## src/design/iate_pkg.sv

```systemverilog
package iate_pkg;

   // Sizes fixed by the beat formats.
   localparam int unsigned DEPTH_DEFAULT = 64;
   localparam int unsigned DATA_W        = 32;
   localparam int unsigned INDEX_W       = 8;
   localparam int unsigned CMD_W         = 3;
   localparam int unsigned STATUS_W      = 2;
   localparam int unsigned SLOT_W        = 7;
   localparam int unsigned TOTAL_W       = 38;

   // Capacity after reset.
   localparam logic [SLOT_W-1:0] CAPACITY_RESET = 7'd64;

   typedef enum logic [CMD_W-1:0] {
      CMD_INSERT = 3'd0,
      CMD_DELETE = 3'd1,
      CMD_SEARCH = 3'd2,
      CMD_GET    = 3'd3,
      CMD_SET    = 3'd4
   } cmd_type;

   typedef enum logic [STATUS_W-1:0] {
      STATUS_DONE  = 2'd0,
      STATUS_RANGE = 2'd1,
      STATUS_FULL  = 2'd2
   } status_type;

   // Broadcast from the controller to every cell of the row.
   typedef struct packed {
      cmd_type              command;
      logic [INDEX_W-1:0]   index;
      logic [DATA_W-1:0]    value;
      logic [DATA_W-1:0]    key;
      logic                 commit;
   } cell_ctrl_type;

endpackage

```

## src/design/iate_cell.sv

```systemverilog
module iate_cell #(
   parameter int unsigned POS = 0
) (
   input  logic                          clock,
   input  iate_pkg::cell_ctrl_type       ctrl,
   input  logic                          in_use,
   input  logic [iate_pkg::DATA_W-1:0]   left_data,
   input  logic [iate_pkg::DATA_W-1:0]   right_data,
   output logic [iate_pkg::DATA_W-1:0]   data,
   output logic                          match,
   output logic                          hit
);
   import iate_pkg::*;

   logic [DATA_W-1:0] data_ff;
   logic [DATA_W-1:0] data_in;
   logic              at_index;
   logic              above_index;

   // Position of this cell relative to the commanded index.
   assign at_index    = (32'(ctrl.index) == POS);
   assign above_index = (32'(ctrl.index) < POS);

   // Insert pulls from the lower neighbour, delete from the upper one.
   always_comb begin
      data_in = data_ff;
      if (ctrl.commit) begin
         unique case (ctrl.command)
            CMD_INSERT: begin
               if (above_index) begin
                  data_in = left_data;
               end else if (at_index) begin
                  data_in = ctrl.value;
               end
            end
            CMD_DELETE: begin
               if (above_index || at_index) begin
                  data_in = right_data;
               end
            end
            CMD_SET: begin
               if (at_index) begin
                  data_in = ctrl.value;
               end
            end
            default: begin
            end
         endcase
      end
   end

   always_ff @(posedge clock) begin
      data_ff <= data_in;
   end

   // Only entries below the fill count take part in a search.
   assign data  = data_ff;
   assign match = in_use && (data_ff == ctrl.key);
   assign hit   = at_index;

endmodule

```

## config.mk

```make
export PLATFORM = sky130hd
export DESIGN_NAME = iate_cell
export DESIGN_NICKNAME = d
export VERILOG_FILES = /design/src/design/iate_pkg.sv /design/src/design/iate_cell.sv
export SDC_FILE = /design/constraint.sdc
export NUM_CORES = 1
export LEC_CHECK = 0
export ABC_AREA = 1
export BUFFER_PORTS_ARGS = -buffer_cell sky130_fd_sc_hd__buf_2
export CORE_ASPECT_RATIO = 1.4
export CORE_MARGIN = 2
export CORE_UTILIZATION = 38
export CTS_CLUSTER_SIZE = 8
export DETAILED_ROUTE_END_ITERATION = 12
export HOLD_SLACK_MARGIN = 0.1
export PLACE_DENSITY = 0.8
export SYNTH_ARGS = -nofsm -noshare
export SYNTH_HDL_FRONTEND = slang
export SYNTH_SLANG_ARGS = --single-unit
```

## constraint.sdc

```tcl
create_clock -name clock -period 2 [get_ports clock]
set_input_delay 0.1 -clock clock [delete_from_list [all_inputs] [get_ports clock]]
set_output_delay 0.1 -clock clock [all_outputs]
set_load 0.03 [all_outputs]
```

Yosys cells after proc, flatten, opt, wreduce, memory -nomap -nowiden. Cells that the tools add are included.

Bits in registers: 32. Input port bits: 142. Output and inout bits: 34. Word-level logic and storage cells: 15.

Equality and inequality tests: 5. Muxes and demuxes: 3. Reduce and logical (&&, ||, !) cells: 6.

Operator list (number): 32-bit 2-to-1 mux (2); 32-bit case mux with 2 select lines (1); 32-bit == test (1); 8-bit zero test (1); 4-bit AND reduction (1); 3-bit by 1-bit == test with 1-bit output (second input constant) (1); 3-bit == test (second input constant) (1); 3-bit zero test (1); 2-bit by 1-bit inequality test with 1-bit output (second input constant) (1); 2-bit inequality test (second input constant) (1); 2-bit nonzero test (1); 2-bit OR reduction (1); 1-bit logical AND (1).

Logic depth before layout (Yosys ltp). Gate-level depths: netlist of the first run.

Word-level depth: 4. Mapped depth: 8. Gate-level depth less buffers: 8.

Worst setup path before layout of the first run. OpenSTA, ideal clock, no wires.

Path type: input to register. Start point: input port ctrl[72] (netlist bit). End point: register data_ff[0], in the netlist data[0] (enable). Library setup time: 0.392 ns. Data arrival time: 1.625 ns. Data required time: 1.608 ns. Path slack: -0.017 ns. Stages: 4. Buffers on the path: 0. Path through: nor2_1 nand2_1 nor2_1 and3_1.

Word-level cells in the longest chain between the ends: 3. Elaborated cells on any way between the ends: 4. Those cells by class: 2 x eq/ne; 2 x reduce/logical.

RTL lines: start: declaration (RTL line iate_cell.sv:5) `input iate_pkg::cell_ctrl_type ctrl,`; 8-bit zero test (*) (RTL line iate_cell.sv:21) `assign at_index = (32'(ctrl.index) == POS);`; via hit (RTL line iate_cell.sv:11) `output logic hit`; 2-bit inequality test (no line) or 2-bit by 1-bit inequality test with 1-bit output (tied branches); 4-bit AND reduction (no line) (*); end signal: assignment (RTL line iate_cell.sv:53) `data_ff <= data_in;`; end: declaration (RTL line iate_cell.sv:15) `logic [DATA_W-1:0] data_ff;`.

Mark *: on every way through the listed nets, which the timed path passes. The rest lies on a longest branch. A chain may end at the register's enable or synchronous reset.

Worst setup path in the final report of the first run.
Start point: register data_ff[8], in the netlist data[8]. End point: output port match.

Word-level cells in the longest chain between the ends: 2.

RTL lines: 32-bit == test (RTL line iate_cell.sv:58) `assign match = in_use && (data_ff == ctrl.key);`; 1-bit logical AND (RTL line iate_cell.sv:58); end: declaration (RTL line iate_cell.sv:10) `output logic match,`.

No other way between the ends.

==> results by group, run 1 <==
Outcome
  – Status: finished clean

CTS
  – CTS tree: done
  – Clock Path Buffers: 2
  – Post-CTS setup buffer count: 0
  – CTS buffer count: 5
  – Root Driver: clkbuf_8
  – CTS hold repair buffers: 0
  – H-tree levels: 2
  – Reg clk slew, reported paths: about 0.07 ns
  – Cts repair resizes: 0
  – CTS Sinks: 32

Synthesis
  – Synth cell types: 19
  – Most area-hungry cell type in the Yosys netlist: edfxtp_1
  – Synth Register Bits: 32
  – Syn nets: about 360
  – Post-Synthesis Cells: about 220
  – Mapped Area: between 2000 and 2500 sq um
  – Commonest cells post-synth: nand2_1, inv_1, edfxtp_1
  – Synth top area share: 0.474
  – Top cells by area, synth: edfxtp_1, mux2_2, nand2_1, inv_1, mux2_4
  – Primary FF master, synth: edfxtp_1
  – Count leader, synth: nand2_1
  – Async SR Flop Fraction: 0
  – Warnings from Yosys: 0
  – Seq/Total Area, Yosys: 0.474
  – EDFF count, synth: 32
  – Post-Syn Area per Cell: ~9.3 sq um

Route
  – DRT Pass-1 Iters: 4
  – Vias: approximately 1900
  – Vias per cell: between 4 and 5
  – WL final: approximately 5300 um
  – DR iter-0 viols: 46
  – Routed len/inst: roughly 12 um
  – Drt drc: 0
  – Antenna viol nets, final: 0

Global route
  – Initial antenna violation count: 0
  – Vias in the first global route: roughly 1900
  – Largest net degree at the start of global routing: 33
  – First-pass GRT wire length: roughly 8400 um
  – GRT Total Usage: 0.186
  – Gr ovfl total: 0

Critical path
  – Top delay family on crit path: simple AND/OR/NAND/NOR gates
  – Slowest-stage cell, CP: edfxtp_1
  – Largest stage delay, worst path: 0.41 ns
  – Crit end category: output port
  – Buffers & Inverters on Critical Path: 1
  – Setup CP Type: reg2out
  – CP Launch Type: flip-flop
  – WP data arrival: roughly 1.5 ns
  – Crit Path Max Fanout: 3
  – Worst Path Required: between 1.5 and 2 ns
  – CP Cell Sequence: nand2_1, nand2_1, nor2_1, nand2_1, nor2_1, nand3_1, nor2_1, buf_2

Place
  – Gpl congestion: slightly below 0.8
  – Placed cells: about 430
  – I/O Buffers: around 140
  – Post-DP HPWL: roughly 4500 um

Timing
  – Count of pins over their slew limit: 0
  – Final hold vios: 0
  – Hold_ws: between 0.1 and 0.15 ns
  – Finish-stage setup viols: 0
  – Tightest Pin Transition: just over 0.4 ns
  – Total negative slack: 0 ns
  – Relative slew slack: 0.725
  – Period utilisation layout: 0.813
  – Fmax: between 600 and 700 MHz
  – RSZ-0062 raised after global routing: no
  – Final Critical Period: between 1.5 and 2 ns

Layout
  – Non-Filler Instances: 434
  – Net count, final: roughly 510
  – Layout filler cell count: 500
  – Share of layout cells above drive strength 1: 0.511
  – Antenna cells: 0
  – Area growth syn-to-layout: 42.9%
  – Max FFs per register: 32

Power
  – Power Total: approximately 1.5 mW
  – Maximum vdd drop: ~0.00035 V
  – Cell area power density: 505 nW/um^2
  – Lkg Pwr: 1.53 nW

Worst hold path
  – Worst Hold Class: in2reg

Floorplan
  – # IOs: ~180
  – Core Footprint: slightly above 5000 sq um
  – Die Y: 90.4 um
  – Num rows: 31
  – Initial core utilization: 0.393
  – Die X: between 60 and 70 um
  – Die area: around 5900 sq um

Run
  – Max-cap violations: 0
==> area by class of cell <==
type	instances	area, sq um	area share
clock buffers	5	68.8	0.0237
clock inverters	3	13.8	0.00475
inverters	40	150	0.0518
multi-input cells	142	885	0.305
flip-flops and latches	32	961	0.331
well taps	66	82.6	0.0285
repair buffers	146	738	0.255
==> metal layers <==
metal	vias to the layer above	GRT usage	share of wire
li1	989	-	-
met2	74	0.365	0.58
met5	-	0	0
met4	0	0.0608	0.013
met1	817	0.186	0.33
met3	5	0.0362	0.067
==> through the flow <==
stage | instance area (sq um) | setup slack [ns] | util
2_1_floorplan | 2030 | 0.289 | -
3_3_place_gp | 2820 | 0.643 | 0.546
3_5_place_dp | 2820 | 0.602 | 0.546
4_1_cts | 2900 | 0.311 | 0.562
5_1_grt | 2900 | 0.203 | 0.562
6_report | 2900 | 0.373 | 0.562
==> cells by family (layout without fill, tap and decap cells) <==
group / count (synthesis) / after routing / synth area share
xor+xnor: 7 / 7 / 0.0302
buf+inv: 43 / 194 / 0.0907
simple gates: 93 / 93 / 0.182
compound gates: 10 / 10 / 0.0271
flops: 32 / 32 / 0.474
mux: 32 / 32 / 0.196
==> path summary, 6_finish.rpt <==
path / from / endpoint / slack (ns) / depth (start not counted)
worst min-delay path: ctrl[41] / data[8] / 0.12 / 2
worst max-delay path: data[8] / match / 0.37 / 8
==> power breakdown <==
group	total (mW)	internal [mW]	switching [mW]
Combinational	0.248	0.154	0.0941
Clock	0.471	0.236	0.235
Sequential	0.744	0.743	0.000381
==> layout by cell type, fill, tap and decap left out, types with 2 or more instances in the layout <==
cell type  synthesis  routed
nor2_1            21      21
inv_1             40      40
nand2_1           64      64
clkinv_2           0       2
clkbuf_8           0       5
buf_4              0       3
buf_2              0     143
nand3_1            3       3
xnor2_1            4       4
xor2_1             3       3
mux2_4            10      10
mux2_2            22      22
o21ai_0            7       7
edfxtp_1          32      32
No activity file was read; power rests on OpenSTA's default activity.
==> run 2, diff against run 1 <==
- clock period: 2 -> 1.6 ns (I/O delays scaled with it)
==> run 2 against run 1 <==
Clock-buffer cell count unchanged; utilization is 9.3 points higher; combinational power up 64%; clock power increased by 59%; sequential share of layout area decreased by 4.7 points; worst setup slack lost 0.36 ns; first-iteration DRC count grew 24%; cell count increased by 10%; design area grew 16%; die area did not move; flip-flop and latch count unchanged; critical path type unchanged; critical endpoint unchanged; largest cell class is now buffers; highest routed layer unchanged.
==> results by group, run 2 (same netlist as run 1, synthesis figures left out) <==
Outcome
  – Status: finished clean

CTS
  – CTS tree: done
  – H-tree levels: 2 (unchanged)
  – CTS Sinks: 32 (unchanged)
  – CTS buffer count: 5 (unchanged)
  – Reg clk slew, reported paths: 0.07 ns (about the same)
  – Root Driver: clkbuf_8
  – Clock Path Buffers: 2 (unchanged)

Run
  – Max-cap violations: 0 (unchanged)

Critical path
  – Crit Path Max Fanout: 3 (unchanged)
  – WP data arrival: 1.51 ns (-0.02 ns)
  – Setup CP Type: reg2out
  – CP Launch Type: flip-flop
  – Worst Path Required: 1.52 ns (-0.38 ns)
  – Crit end category: output port

Layout
  – Area growth syn-to-layout: 66.5%
  – Net count, final: 553 (+8.6%)
  – Commonest cells after routing, fill and taps aside: buf_2, nand2_1, dlygate4sd3_1
  – Non-Filler Instances: 479 (+10%)
  – Commonest non-fill, non-tap cell in the layout: buf_2
  – Share of layout cells above drive strength 1: 0.468 (-0.0424)
  – Max FFs per register: 32 (unchanged)

Worst hold path
  – Hold_sp: ctrl[58]
  – Hold depth: 2 (unchanged)
  – Worst Hold Class: in2reg
  – Worst hold endpoint: data[25]

Floorplan
  – Core Footprint: 5160 sq um (unchanged)
  – # IOs: 176 (unchanged)
  – Die Y: 90.4 um (unchanged)
  – Num rows: 31 (unchanged)
  – Initial core utilization: 0.393 (unchanged)
  – Die X: 65.7 um (unchanged)
  – Die area: 5950 sq um (unchanged)

Global route
  – GRT Total Usage: 0.210 (+0.0235)
  – Vias in the first global route: 2290 (+19%)
  – First-pass GRT wire length: 9600 um (+15%)
  – Initial antenna violation count: 0 (unchanged)
  – Gr ovfl total: 0 (unchanged)
  – Largest net degree at the start of global routing: 33 (unchanged)

Timing
  – Final Critical Period: roughly 1.6 ns
  – RSZ-0062 raised after global routing: yes
  – Period utilisation layout: 0.992
  – Finish-stage setup viols: 0 (unchanged)
  – Count of pins over their slew limit: 0 (unchanged)
  – Tightest Pin Transition: 0.259 ns (-0.154 ns)
  – Worst setup margin: 0.0123 ns (-0.361 ns)
  – Relative slew slack: 0.827 (+0.103)
  – Fmax: between 600 and 700 MHz
  – Final hold vios: 0 (unchanged)

Power
  – Cell area power density: 618 nW/um^2 (+22%)
  – Lkg Pwr: 1.73 nW (+13%)
  – Maximum vdd drop: 0.000428 V (+22%)

Route
  – DR iter-0 viols: 57 (+24%)
  – Antenna viol nets, final: 0 (unchanged)
  – Drt drc: 0 (unchanged)
  – DRT Pass-1 Iters: 4 (unchanged)
  – Vias per cell: 4.41 (+1.6%)
  – Vias: 2114 (+12%)
  – WL final: 6010 um (+13%)
  – Routed len/inst: 12.5 um (+2.1%)

Place
  – I/O Buffers: 143 (unchanged)
  – Placed cells: 426 (unchanged)
  – Post-DP HPWL: 4350 um (-3.7%)
  – Post-Place Setup Slack: 0.242 ns (-0.361 ns)
  – Gpl congestion: 0.797 (+0.47%)
[run 2: area by class of cell]
| class | count | area, sq um |
|---|---|---|
| repair buffers | 190 | 1180 |
| well taps | 66 | 82.6 |
| flip-flops and latches | 32 | 961 |
| diodes | 1 | 2.50 |
| fillers | 409 | 1780 |
| clock inverters | 3 | 37.5 |
| inverters | 40 | 150 |
| multi-input cells | 142 | 891 |
| clock buffers | 5 | 68.8 |
[run 2: worst max-delay path, cell delays in order, from the launching register on]
cell and delay, ns:
edfxtp_1 0.42, nand2_1 0.08, o21ai_1 0.05, or2_0 0.21, nor2_1 0.12, nand3_1 0.08
nor2_1 0.11, buf_4 0.17
[run 2: through the flow]
stage               total power, mW  hold WS [ns]  area, sq um   util  setup TNS [ns]
finish                         2.09         0.105         3380  0.655               0
CTS                            2.10         0.100         3350  0.649         -0.0143
detailed placement             1.26         0.383         2830  0.549               0
global placement               1.25         0.381         2830  0.549               0
floorplan                      1.10         0.297         2030      -               0
global route                   2.17         0.101         3370  0.654          -0.134
[run 2: routing by layer]
metal / up-vias / global-route usage / wire, um
met2: 86 / 0.410 / 3460
met3: 10 / 0.0449 / 372
met5: - / 0 / 0
met1: 939 / 0.200 / 2070
met4: 0 / 0.0868 / 108
li1: 1079 / - / -
[run 2: worst max-delay path by stage]
stage,startpoint,to,slack [ns],depth (start not counted)
floorplan,data[20],match,0.05,7
global placement,data[31],match,0.29,7
detailed placement,data[31],match,0.24,7
CTS,data[31],match,-0.01,7
global route,data[3],match,-0.13,8
finish,data[31],match,0.01,7
[run 2: where the power goes]
part	total (mW)	internal, mW	switching (mW)
Sequential	0.929	0.929	0.000493
Clock	0.751	0.453	0.297
Combinational	0.407	0.272	0.135
[run 2: what timing repair did]
item / in CTS / in global routing
hold buffers: 39 / 1
endpoints found under the setup margin: 1 / 1
hold endpoints to repair: 20 / 1
resized for setup: 4 / 2
setup buffers: 2 / 2
pin swaps: 3 / 11
